<file path="config.mk">
export PLATFORM = sky130hd
export DESIGN_NAME = lrg_cell
export DESIGN_NICKNAME = d
export VERILOG_FILES = /design/src/lrg_pkg.sv /design/src/lrg_cell.sv
export SDC_FILE = /design/constraint.sdc
export NUM_CORES = 1
export LEC_CHECK = 0
export BUFFER_PORTS_ARGS = -buffer_cell sky130_fd_sc_hd__buf_2
export CAP_MARGIN = 10
export CORE_ASPECT_RATIO = 1.25
export CORE_MARGIN = 8
export CORE_UTILIZATION = 46
export CTS_BUF_LIST = sky130_fd_sc_hd__clkbuf_16
export CTS_CLUSTER_SIZE = 28
export DETAILED_ROUTE_END_ITERATION = 6
export MAX_ROUTING_LAYER = met4
export PLACE_DENSITY = 0.86
export SLEW_MARGIN = 20
export SYNTH_ARGS = -nofsm -noshare
export SYNTH_HDL_FRONTEND = slang
export SYNTH_SLANG_ARGS = --single-unit
</file>
<file path="constraint.sdc">
create_clock -name aclk -period 6 [get_ports aclk]
set_input_delay 0.6 -clock aclk [delete_from_list [all_inputs] [get_ports aclk]]
set_output_delay 0.6 -clock aclk [all_outputs]
set_load 0.005 [all_outputs]
</file>
<file path="src/lrg_pkg.sv">
// Shared types and constants for the localization radius grouping core.
// Used by lrg_cell, lrg_match and localization_radius_grouping_core.
package lrg_pkg;

    localparam int MAX_GROUPS = 1024;
    localparam int IDX_W      = $clog2(MAX_GROUPS);
    localparam int CNT_W      = IDX_W + 1;
    localparam int POS_W      = 24;
    localparam int FRM_W      = 20;
    localparam int SQ_W       = 2 * POS_W;
    localparam int SPAN_W     = 16;
    localparam int RAD_W      = 16;
    localparam int R2_W       = 2 * RAD_W;
    localparam int GIDX_W     = 10;
    localparam int CFG_IDX_W  = 3;
    localparam int CFG_DATA_W = 24;
    localparam int DRAIN_CYC  = 3;
    localparam int DRAIN_W    = 2;

    typedef enum logic [CFG_IDX_W-1:0] {
        CFG_ROI_LEFT,
        CFG_ROI_TOP,
        CFG_ROI_SPAN_X,
        CFG_ROI_SPAN_Y,
        CFG_RADIUS,
        CFG_DARK_TIME,
        CFG_DARK_MODE
    } cfg_idx_t;

    typedef enum logic [2:0] {
        ST_IDLE,
        ST_SCAN,
        ST_DRAIN,
        ST_FINISH
    } state_t;

    typedef struct packed {
        logic [POS_W-1:0] x;
        logic [POS_W-1:0] y;
        logic [FRM_W-1:0] frame;
    } entry_t;

    typedef struct packed {
        logic shift;
        logic frame_only;
    } cell_ctrl_t;

endpackage

</file>
<file path="src/lrg_cell.sv">
// One ring cell holding a stored group start and its last member frame.
// Depends on lrg_pkg.
module lrg_cell (
    input  logic                aclk,
    input  lrg_pkg::cell_ctrl_t ctrl,
    input  logic                wr_en,
    input  lrg_pkg::entry_t     wr_data,
    input  lrg_pkg::entry_t     shift_in,
    output lrg_pkg::entry_t     data_out
);

    lrg_pkg::entry_t entry_reg;

    always_ff @(posedge aclk) begin
        if (ctrl.shift) begin
            entry_reg <= shift_in;
        end else if (wr_en) begin
            if (ctrl.frame_only) begin
                entry_reg.frame <= wr_data.frame;
            end else begin
                entry_reg <= wr_data;
            end
        end
    end

    assign data_out = entry_reg;

endmodule

</file>
==> flow_summary.toml, run 1 <==
[critical_path]
cp.arrival_ns = 2.26
slowest_stage = "buf_4"
worstSetupStartpoint = "ctrl[1]"
start_kind = "input port"
critPathCaptureType = "flop"
path_class = "input port to flop"
critPathMaxStageDelay_ns = 0.65
cpMostUsedCell = "buf_4"
path_cells = "buf_4 > buf_4 > or2_2"
endpoint = "data_out[15]"
required_ns = 5.96
cp_max_fo = 38

[logic_synthesis]
netlist_top_cells_area = "edfxtp_1 (63%), mux2_4 (32%), buf_12 (4.3%), buf_6 (0.35%), a21o_1 (0.23%)"
yosysTopAreaCell = "edfxtp_1"
synthCells = 147
synthDistinctLibCells = 7
avgSynthCellArea_um2 = 22.0
synth_area_mm2 = 0.00323
synth_seq_cells = 68
yosysSeqAreaShare = 0.632
synth_top_area_frac = 0.632
synth_nets = 287
synth_warnings = 0

[detailed_routing]
dr.max_layer_used = "met4"
num_vias = 2169
avgRoutedWirePerCell_um = 18.7
ant_nets = 0
dr.pass1.iters = 4
routed_via_density = 4.79
drt_wl_total_um = 8490
drc_errors = 0
drt-met1-wl_um = 3270
route.met3.wl_um = 858
drt_iter0_markers = 86
met2_length_um = 4160

[clock_tree]
clockBufferDepth = 2
clkTransAtPathRegs_ns = 0.05
cts_resized = 0
cts_htree_levels = 3
cts.hold.buffers_added = 0
post_cts_buffers = 0
cts_tree = "yes"
numCtsBuffers = 9
cts_root_buffer = "clkbuf_16"
clock_sinks = 68

[timing]
post-route-period-util = 0.383
setup_ws_ns = 3.70
fmax_mhz = 435
setup_viol = 0
period_minus_slack_ns = 2.30
slew_headroom = 0.556
rsz0062_at_grt = "false"
hold_viol = 0
setup_tns_ns = 0
slew_violations = 0
hold_ws_ns = 0.580
max_slew.worst_pin.slew_ns = 0.666

[global_routing]
grt_pass1_wl_um = 12800
antenna_found_initial = 0
overflow = 0
grt_max_degree = 49
grt_use_total = 0.173
grt_pass1_vias = 2407

[power_and_ir_drop]
leakage_nw = 2.22
p_per_area_mw_per_mm2 = 284
p_total_mw = 1.29
peakVddDrop_mv = 0.153

[finish]
final_util = 0.657
diodes = 0
seqCellArea_mm2 = 0.00204
multiInputGateArea_mm2 = 0.00104
nNetsFinal = 498
layout_commonest_cell = "buf_2"
largest_reg_flops = 68
syn_to_final_growth_pct = 40.2
final_cell_mix = "buf_2 (206), mux2_4 (68), edfxtp_1 (68), clkbuf_16 (9)"
drive_gt1_frac = 0.802
fillerInstances = 519

[flow_run]
maxCapViolCount = 0

[die]
die_w_um = 91.0
initial_core_util = 0.469
io-pin-count = 208
num_rows = 34
die_area_mm2 = 0.00998
die_height_um = 110
core_area_mm2 = 0.00689

[status]
status = "complete, no violations"

[min_path]
hold_class = "input port to flop"

[place]
place_ws_ns = 3.33
numPortBuffers = 207
gp_congestion = 0.823
cell usage after synthesis:
cell and count:
a21o_1 1, buf_12 7, buf_6 1, edfxtp_1 68, inv_1 1, mux2_4 68, or2_2 1
layer usage:
metal	track usage	up-vias
li1	-	998
met1	0.184	1001
met2	0.280	155
met3	0.0724	15
met4	0.0739	0
met5	-	-
critical path: cells and delay by family:
family | cells | cell delay [ns]
buffers and inverters | 2 | 1.11
and+or+nand+nor | 1 | 0.52
stage by stage:
stage | instances | cell area (um^2)
floorplan | 147 | 3230
global placement | 437 | 4240
detailed placement | 437 | 4240
CTS | 453 | 4520
global route | 453 | 4530
finish | 453 | 4530
report_power, final:
group	internal (mW)	switching, mW	total [mW]	leakage, nW
combinational	0.120	0.0783	0.198	1.39
clock	0.315	0.174	0.489	0.141
sequential	0.586	0.0124	0.599	0.683
layout make-up:
cell class | instances | area share
multi-input combinational | 70 | 0.230
clock inverter | 7 | 0.0130
sequential | 68 | 0.451
timing repair buffer | 208 | 0.231
clock buffer | 9 | 0.0497
tap | 90 | 0.0249
inverter | 1 | 0.000828
logic make-up after synthesis:
logic type,Yosys count,synth area share
DFF,68,0.632
AOI/OAI and AO/OA,1,0.00232
and+or+nand+nor,1,0.00194
buffers and inverters,9,0.0480
muxes,68,0.316
worst min-delay path by stage:
stage	start	end	cells after the start
final	shift_in[19]	data_out[19]	2
after global routing	shift_in[19]	data_out[19]	2
after CTS	shift_in[19]	data_out[19]	2
after detailed placement	wr_data[43]	data_out[43]	2
after global placement	wr_data[40]	data_out[40]	2
after floorplan	shift_in[0]	data_out[0]	1
Power figures use the tool's default switching activity.
==> run 2: changes to the inputs <==
--- a/config.mk
+++ b/config.mk
@@ -9,12 +9,12 @@
 export CAP_MARGIN = 10
 export CORE_ASPECT_RATIO = 1.25
 export CORE_MARGIN = 8
-export CORE_UTILIZATION = 46
+export CORE_UTILIZATION = 43
 export CTS_BUF_LIST = sky130_fd_sc_hd__clkbuf_16
 export CTS_CLUSTER_SIZE = 28
 export DETAILED_ROUTE_END_ITERATION = 6
 export MAX_ROUTING_LAYER = met4
-export PLACE_DENSITY = 0.86
+export PLACE_DENSITY = 0.81
 export SLEW_MARGIN = 20
 export SYNTH_ARGS = -nofsm -noshare
 export SYNTH_HDL_FRONTEND = slang
==> constraint.sdc (replaced) <==
create_clock -name aclk -period 2.2 [get_ports aclk]
set_input_delay 0.22 -clock aclk [delete_from_list [all_inputs] [get_ports aclk]]
set_output_delay 0.22 -clock aclk [all_outputs]
set_load 0.005 [all_outputs]
==> run 2 against run 1 <==
  * Wire length rose by 1.2%
  * Cell area rose by 0.30%
  * Sequential share of layout area fell by 0.14 points
  * Flip-flop and latch count did not move
  * Combinational power rose to 2.8 times the previous value
  * Sequential power rose to 2.7 times the previous value
  * Clock power rose to 2.5 times the previous value
  * Non-clock buffer count rose by 2
  * Hold slack got worse by 0.38 ns
  * Clock-buffer cell count did not move
==> flow_summary.toml, run 2 (synthesis gave the netlist of run 1 again) <==
[status]
status = "complete, no violations"

[die]
num_rows = 35
die_height_um = 113
core_area_mm2 = 0.00731
io-pin-count = 208
die_area_mm2 = 0.0106
die_w_um = 93.5
initial_core_util = 0.442

[clock_tree]
cts.hold.buffers_added = 0
cts_htree_levels = 3
cts_tree = "yes"
clkTransAtPathRegs_ns = 0.05
clockBufferDepth = 2
cts_resized = 0
cts_root_buffer = "clkbuf_16"
clock_sinks = 68
numCtsBuffers = 9
post_cts_buffers = 0

[finish]
final_cell_mix = "buf_2 (206), mux2_4 (68), edfxtp_1 (68), clkbuf_16 (9), clkinv_2 (4)"
layout_commonest_cell = "buf_2"
drive_gt1_frac = 0.805
fillerInstances = 574
nNetsFinal = 500
stdcell_count = 457
diodes = 0
largest_reg_flops = 68
syn_to_final_growth_pct = 40.6

[critical_path]
worstSetupStartpoint = "ctrl[1]"
critPathCaptureType = "flop"
cp_max_fo = 26
required_ns = 2.26
start_kind = "input port"
endpoint = "data_out[66]"
cp.arrival_ns = 1.17
path_class = "input port to flop"

[place]
gp_congestion = 0.816
numPortBuffers = 207
dp.cells = 441

[global_routing]
grt_pass1_wl_um = 12700
overflow = 0
antenna_found_initial = 0
grt_max_degree = 49
grt_use_total = 0.164
grt_pass1_vias = 2405

[timing]
hold_viol = 0
hold_ws_ns = 0.198
setup_tns_ns = 0
fmax_mhz = 899
period_minus_slack_ns = 1.11
setup_viol = 0
rsz0062_at_grt = "false"
post-route-period-util = 0.505
slew_violations = 0
max_slew.worst_pin.slew_ns = 0.475
slew_headroom = 0.683

[power_and_ir_drop]
p_int_mw = 2.68
swShare = 0.216
peakVddDrop_mv = 0.484
p_switching_mw = 0.737
pwr-share-comb = 0.162
clockPowerShare = 0.359
p_per_area_mw_per_mm2 = 751
seqPwrFrac = 0.479
p_total_mw = 3.41
leakage_nw = 2.23

[detailed_routing]
drt_wl_total_um = 8590
num_vias = 2113
avgRoutedWirePerCell_um = 18.8
drc_errors = 0
ant_nets = 0
dr.pass1.iters = 4
routed_via_density = 4.62
drt_iter0_markers = 48

[flow_run]
maxCapViolCount = 0

[min_path]
hold_class = "input port to flop"
-- run 2: layout make-up --
type	count	area, um^2	share of cell area
timing repair buffer	210	1090	0.239
multi-input combinational	70	1040	0.228
inverter	1	3.75	0.000826
clock buffer	9	225	0.0496
sequential	68	2040	0.449
tap	92	115	0.0253
clock inverter	7	36.3	0.00798
-- run 2: through the flow --
step	utilization	area (um^2)	setup slack [ns]
6_report	0.621	4540	1.09
5_1_grt	0.621	4540	1.06
4_1_cts	0.621	4540	1.08
3_5_place_dp	0.586	4280	0.759
3_3_place_gp	0.586	4280	0.798
2_1_floorplan	-	3230	0.253
-- run 2: critical path, stage by stage --
cell and delay, ns:
buf_4 0.16, buf_4 0.43, mux2_4 0.34
-- run 2: worst min path at each step --
stage | from | end | slack (ns) | cells after the start
after floorplan | shift_in[0] | data_out[0] | 0.44 | 1
after global placement | shift_in[36] | data_out[36] | 0.52 | 2
after detailed placement | shift_in[44] | data_out[44] | 0.52 | 2
after CTS | shift_in[44] | data_out[44] | 0.18 | 2
after global routing | wr_data[7] | data_out[7] | 0.18 | 2
final | shift_in[44] | data_out[44] | 0.20 | 2
-- run 2: power by group through the flow --
| stage | combinational [mW] | clock (mW) | sequential, mW |
|---|---|---|---|
| 6_report | 0.554 | 1.23 | 1.63 |
| 5_1_grt | 0.596 | 1.32 | 1.65 |
| 4_1_cts | 0.564 | 1.27 | 1.64 |
| 3_5_place_dp | 0.563 | 0 | 1.66 |
| 3_3_place_gp | 0.550 | 0 | 1.66 |
| 2_1_floorplan | 0.240 | 0 | 1.68 |
-- run 2: layer usage --
layer  global-route usage  up-vias  part of all wire
li1                     -     1000                 -
met3               0.0762        6              0.12
met5                    -        -                 0
met4               0.0509        0            0.0098
met1                0.178      954              0.39
met2                0.260      153              0.47
