$ cat config.mk
export PLATFORM = sky130hd
export DESIGN_NAME = lrg_match
export DESIGN_NICKNAME = d
export VERILOG_FILES = /design/src/lrg_pkg.sv /design/src/lrg_match.sv
export SDC_FILE = /design/constraint.sdc
export NUM_CORES = 2
export LEC_CHECK = 0
export BUFFER_PORTS_ARGS = -buffer_cell sky130_fd_sc_hd__buf_2
export CAP_MARGIN = 0
export CORE_ASPECT_RATIO = 1.4
export CORE_UTILIZATION = 30
export DETAILED_ROUTE_END_ITERATION = 8
export PLACE_DENSITY = 0.48
export SYNTH_ARGS = -nofsm -noshare
export SYNTH_HDL_FRONTEND = slang
export SYNTH_SLANG_ARGS = --single-unit
$ cat constraint.sdc
create_clock -name aclk -period 10.4 [get_ports aclk]
set_clock_uncertainty 0.2 [all_clocks]
set_input_delay 1.56 -clock aclk [delete_from_list [all_inputs] [get_ports aclk]]
set_output_delay 1.56 -clock aclk [all_outputs]
set_load 0.01 [all_outputs]
$ cat src/lrg_pkg.sv
// Shared types and constants for the localization radius grouping core.
// Used by lrg_cell, lrg_match and localization_radius_grouping_core.
package lrg_pkg;

    localparam int MAX_GROUPS = 1024;
    localparam int IDX_W      = $clog2(MAX_GROUPS);
    localparam int CNT_W      = IDX_W + 1;
    localparam int POS_W      = 24;
    localparam int FRM_W      = 20;
    localparam int SQ_W       = 2 * POS_W;
    localparam int SPAN_W     = 16;
    localparam int RAD_W      = 16;
    localparam int R2_W       = 2 * RAD_W;
    localparam int GIDX_W     = 10;
    localparam int CFG_IDX_W  = 3;
    localparam int CFG_DATA_W = 24;
    localparam int DRAIN_CYC  = 3;
    localparam int DRAIN_W    = 2;

    typedef enum logic [CFG_IDX_W-1:0] {
        CFG_ROI_LEFT,
        CFG_ROI_TOP,
        CFG_ROI_SPAN_X,
        CFG_ROI_SPAN_Y,
        CFG_RADIUS,
        CFG_DARK_TIME,
        CFG_DARK_MODE
    } cfg_idx_t;

    typedef enum logic [2:0] {
        ST_IDLE,
        ST_SCAN,
        ST_DRAIN,
        ST_FINISH
    } state_t;

    typedef struct packed {
        logic [POS_W-1:0] x;
        logic [POS_W-1:0] y;
        logic [FRM_W-1:0] frame;
    } entry_t;

    typedef struct packed {
        logic shift;
        logic frame_only;
    } cell_ctrl_t;

endpackage

$ cat src/lrg_match.sv
// Three-stage distance and frame-gap test on the entry at the ring head.
// Depends on lrg_pkg.
module lrg_match (
    input  logic                          aclk,
    input  logic                          aresetn,
    input  logic                          issue_valid,
    input  logic [lrg_pkg::IDX_W-1:0]     issue_idx,
    input  lrg_pkg::entry_t               entry,
    input  logic [lrg_pkg::POS_W-1:0]     pos_x,
    input  logic [lrg_pkg::POS_W-1:0]     pos_y,
    input  logic [lrg_pkg::FRM_W-1:0]     frame_no,
    input  logic [lrg_pkg::R2_W-1:0]      r2,
    input  logic [lrg_pkg::FRM_W-1:0]     dark_time,
    input  logic                          dark_mode,
    output logic                          hit_valid,
    output logic [lrg_pkg::IDX_W-1:0]     hit_idx
);

    logic                        v1_reg, v2_reg, hit_reg;
    logic [lrg_pkg::IDX_W-1:0]   idx1_reg, idx2_reg, idx3_reg;
    logic [lrg_pkg::POS_W-1:0]   dx_reg, dy_reg;
    logic [lrg_pkg::FRM_W-1:0]   lf_reg;
    logic [lrg_pkg::SQ_W-1:0]    sqx_reg, sqy_reg;
    logic                        gap_ok_reg;
    logic [lrg_pkg::SQ_W:0]      dist2;

    assign dist2 = {1'b0, sqx_reg} + {1'b0, sqy_reg};

    always_ff @(posedge aclk) begin
        if (!aresetn) begin
            v1_reg  <= 1'b0;
            v2_reg  <= 1'b0;
            hit_reg <= 1'b0;
        end else begin
            v1_reg  <= issue_valid;
            v2_reg  <= v1_reg;
            hit_reg <= v2_reg && (dist2 <= (lrg_pkg::SQ_W+1)'(r2))
                       && (!dark_mode || gap_ok_reg);
        end
    end

    always_ff @(posedge aclk) begin
        idx1_reg   <= issue_idx;
        dx_reg     <= (pos_x >= entry.x) ? pos_x - entry.x : entry.x - pos_x;
        dy_reg     <= (pos_y >= entry.y) ? pos_y - entry.y : entry.y - pos_y;
        lf_reg     <= entry.frame;
        idx2_reg   <= idx1_reg;
        sqx_reg    <= lrg_pkg::SQ_W'(dx_reg) * lrg_pkg::SQ_W'(dx_reg);
        sqy_reg    <= lrg_pkg::SQ_W'(dy_reg) * lrg_pkg::SQ_W'(dy_reg);
        gap_ok_reg <= (frame_no < lf_reg) || ((frame_no - lf_reg) <= dark_time);
        idx3_reg   <= idx2_reg;
    end

    assign hit_valid = hit_reg;
    assign hit_idx   = idx3_reg;

endmodule

==> results.md <==
Status:
- The run finished with clean final reports.

Global routing:
- The number of antenna violations at the first check in global routing came to 2.
- The overall fraction of global-route tracks in use is 16.1%.
- The pin count of the biggest net entering global routing is 29.
- The via count of the first global-routing pass came to 36919.
- The total overflow left after global routing is 0.
- The first-pass GRT wire length is 195000 um.

Synthesis:
- The number of unique standard cell types used by synthesis is 81.
- By count the netlist is led by sky130_fd_sc_hd__inv_1 (1397), sky130_fd_sc_hd__fa_1 (848), sky130_fd_sc_hd__ha_1 (568).
- sky130_fd_sc_hd__fa_1 takes more of the synthesized area than any other cell.
- Counting every instance in the synthesized netlist gives 5156.
- Among all flip-flop cells after synthesis, the most frequent one is sky130_fd_sc_hd__dfxtp_1.
- The sequential cell area fraction in the yosys report is 8.60%.
- The number of nets handed over by synthesis was 6774.
- Summing every instance area after synthesis gives 45600 um^2.
- The total of flip-flops plus latches after synthesis is 196.
- In this run the biggest area consumer among cell types represents 37.2% of the synthesized area.
- After synthesis, the mean cell area works out to 8.85 um^2.
- Yosys attributes the largest share of cell area to sky130_fd_sc_hd__fa_1 (37%), sky130_fd_sc_hd__ha_1 (16%), sky130_fd_sc_hd__inv_1 (11%).
- By instance count, the leading cell after synthesis is sky130_fd_sc_hd__inv_1.
- The count of warnings emitted by yosys is 0.
- After synthesis, the share of flip-flops with an asynchronous set or reset is 0%.
- The synthesized design contains 0 enable-type register cells.

Critical path:
- The required time of the worst setup path is 10.61 ns.
- The data arrival time of the critical path is 8.88 ns.
- By startpoint and endpoint, the worst setup path is classified as reg2reg.
- The capturing point of the worst reg2reg path is sqy_reg[42].
- The largest fanout of any net on the critical path is 24.
- The cell depth of the worst flop-to-flop path is 25.
- In this run the critical register-to-register path is launched from dy_reg[2].
- The critical path startpoint category is a register.
- The register-to-register setup slack is approximately 1.7 ns.
- The kind of end point of the critical path is a register.

Cells and area:
- The layout filler cell count is 15795.
- Registers take 3920 um^2.
- Relative to the synthesized area, the layout overhead comes to 8.53%.
- The post-route netlist has 6.08% of its cells at a drive strength greater than 1.
- The number of nets in the final layout is 6905.
- The combined area of the multi-input logic cells is about 36000 um^2.

Clock network:
- The clock reaches the later pin of the worst-skew pair after 0.54 ns.
- The clock drives 196 sinks.
- The clock root buffer is sky130_fd_sc_hd__clkbuf_16.
- The quantity of hold-fixing buffers added after cts is 0.
- In this run the deepest clock path goes through 2 buffers.
- The clock tree from TritonCTS is yes.
- The number of clock buffers inserted by TritonCTS is 17.
- The register clock-pin slew on the reported worst setup and hold paths is ~0.09 ns.
- Post-CTS timing repair inserted 0 buffers for setup.
- The H-tree level count is 4.
- The number of gates given a new drive strength after cts is 0.

STA:
- The worst path uses between 80% and 90% of the clock period.
- The transition time at the pin with the least slew margin is 1.22 ns.
- The number of hold violations in the final report came to 0.
- Setup repair after global routing left no endpoint under its margin.
- The max-slew violation count was 0.
- The tightest slew margin relative to the limit is approximately a fifth.
- The count of final setup violators is 0.
- Derived from the worst setup path, the maximum achievable clock frequency is 0.115 GHz.
- Setup total negative slack on the finished layout was measured at 0 ns.
- Counting I/O delays and the setup requirement, the final critical path takes 8.67 ns.

Routing:
- The first detailed-routing pass ran for 7 iterations.
- In this run the remaining antenna-violating nets after routing total 0.
- In the final routed layout, each cell accounts on average for around 16 um.
- The ratio of routed vias to standard cells is roughly 4.6.
- The detailed router placed around 33000 vias in this run.
- The final layout contains routed wiring with a total length of 119000 um.
- The DRC violation count after routing is 0.
- In this run, the number of DRC markers left after iteration 0 of detailed routing was 1208.

Placement:
- The routability-driven placement congestion ratio is 0.841.
- The HPWL after detailed placement is 101000 um.
- Buffers placed on the I/O ports in this run total around 210.

Flow run:
- The number of max-cap violations is 0.

Worst hold path:
- The worst hold path terminates at idx2_reg[4].
- The count of cells along the worst hold path is 0.
- The origin of the worst min-delay path is idx1_reg[4].
- The worst min-delay path class is reg2reg.

Floorplan:
- The die is 332 um wide.
- The total die area is ~150000 um^2.
- The effective utilization at floorplan is between 30% and 40%.
- The number of top-level pins is approximately 210.
- The chip height is 463 um.
- The initialized floorplan defines between 150 and 200 standard-cell rows.
- The area of the core is 150000 um^2.
[metal layers]
metal	vias up	part of all wire, %	track usage, %
li1	16027	-	-
met1	16648	41	18.6
met2	479	55	31.4
met3	98	2.2	1.36
met4	4	1.9	3.95
met5	-	0.025	0
[through the flow]
| stage | instance area [um^2] | hold slack [ns] | utilization [%] | cells | setup WS (ns) |
|---|---|---|---|---|---|
| final | 49500 | 0.131 | 32.9 | 7256 | 1.73 |
| after global routing | 49500 | 0.142 | 32.9 | 7255 | 1.25 |
| after CTS | 49500 | 0.133 | 32.9 | 7255 | 1.69 |
| after detailed placement | 48900 | 0.112 | 32.5 | 7223 | 1.75 |
| after global placement | 48900 | 0.110 | 32.5 | 7223 | 1.78 |
| after floorplan | 45600 | 0.110 | - | 5156 | 2.96 |
[cell usage in the layout (no fill, tap or decap), types with 25 or more instances in the layout]
cell,Yosys,routed
sky130_fd_sc_hd__a211oi_1,25,25
sky130_fd_sc_hd__a21o_1,116,116
sky130_fd_sc_hd__a21oi_1,208,208
sky130_fd_sc_hd__a31oi_1,27,27
sky130_fd_sc_hd__and2_1,237,237
sky130_fd_sc_hd__buf_2,3,212
sky130_fd_sc_hd__buf_4,6,44
sky130_fd_sc_hd__dfxtp_1,196,196
sky130_fd_sc_hd__fa_1,848,848
sky130_fd_sc_hd__ha_1,568,568
sky130_fd_sc_hd__inv_1,1397,1397
sky130_fd_sc_hd__mux2i_1,25,25
sky130_fd_sc_hd__nand2_1,436,436
sky130_fd_sc_hd__nand2b_1,35,35
sky130_fd_sc_hd__nand3_1,55,55
sky130_fd_sc_hd__nand4_1,27,27
sky130_fd_sc_hd__nor2_1,146,146
sky130_fd_sc_hd__nor2b_1,43,43
sky130_fd_sc_hd__nor3_1,37,37
sky130_fd_sc_hd__o21ai_0,125,125
sky130_fd_sc_hd__xnor2_1,131,131
sky130_fd_sc_hd__xor2_1,63,63
[logic make-up (layout without fill, tap and decap cells)]
logic type / after synthesis / in the layout / share of synthesized area (%)
xor+xnor: 194 / 194 / 3.73
simple gates: 1089 / 1089 / 11.6
buf+inv: 1541 / 1685 / 12.8
compound gates: 682 / 682 / 9.64
mux: 38 / 38 / 0.870
flops: 196 / 196 / 8.60
other cells: 0 / 1 / 0
fa+ha+maj: 1416 / 1416 / 52.8
[layout make-up]
cell class | count | area share, %
clock inverter | 15 | 0.402
timing repair buffer | 256 | 2.81
clock buffer | 17 | 0.859
inverter | 1397 | 10.6
multi-input combinational | 3419 | 72.5
antenna | 1 | 0.00506
tap | 1955 | 4.94
sequential | 196 | 7.93
[worst max-delay path by stage]
stage	slack (ns)	cells past startpoint	from	end
finish	1.73	25	dy_reg[2]	sqy_reg[42]
global route	1.25	25	dy_reg[2]	sqy_reg[42]
CTS	1.69	25	dy_reg[2]	sqy_reg[42]
detailed placement	1.75	25	dy_reg[2]	sqy_reg[42]
global placement	1.78	26	dy_reg[2]	sqy_reg[42]
floorplan	2.96	27	dy_reg[17]	sqy_reg[47]
[worst max-delay path, stage by stage (launching register included)]
cell and delay, ns:
sky130_fd_sc_hd__dfxtp_1 1.12, sky130_fd_sc_hd__nand2_1 0.19, sky130_fd_sc_hd__fa_1 0.62, sky130_fd_sc_hd__inv_1 0.07, sky130_fd_sc_hd__fa_1 0.53, sky130_fd_sc_hd__inv_1 0.06, sky130_fd_sc_hd__fa_1 0.52, sky130_fd_sc_hd__inv_1 0.05
sky130_fd_sc_hd__fa_1 0.40, sky130_fd_sc_hd__fa_1 0.48, sky130_fd_sc_hd__fa_1 0.55, sky130_fd_sc_hd__inv_1 0.05, sky130_fd_sc_hd__fa_1 0.48, sky130_fd_sc_hd__inv_1 0.04, sky130_fd_sc_hd__ha_1 0.33, sky130_fd_sc_hd__a21o_1 0.22
sky130_fd_sc_hd__a21o_1 0.17, sky130_fd_sc_hd__a21oi_1 0.18, sky130_fd_sc_hd__o221a_2 0.23, sky130_fd_sc_hd__a21oi_1 0.14, sky130_fd_sc_hd__o31ai_1 0.44, sky130_fd_sc_hd__o211ai_1 0.26, sky130_fd_sc_hd__o31ai_1 0.66, sky130_fd_sc_hd__o21a_1 0.26
sky130_fd_sc_hd__o21ai_0 0.12, sky130_fd_sc_hd__xor2_1 0.15
Power is left out: the tool's default activity adds up to more than one toggle a clock period on the data nets, which glitch-free logic cannot reach.
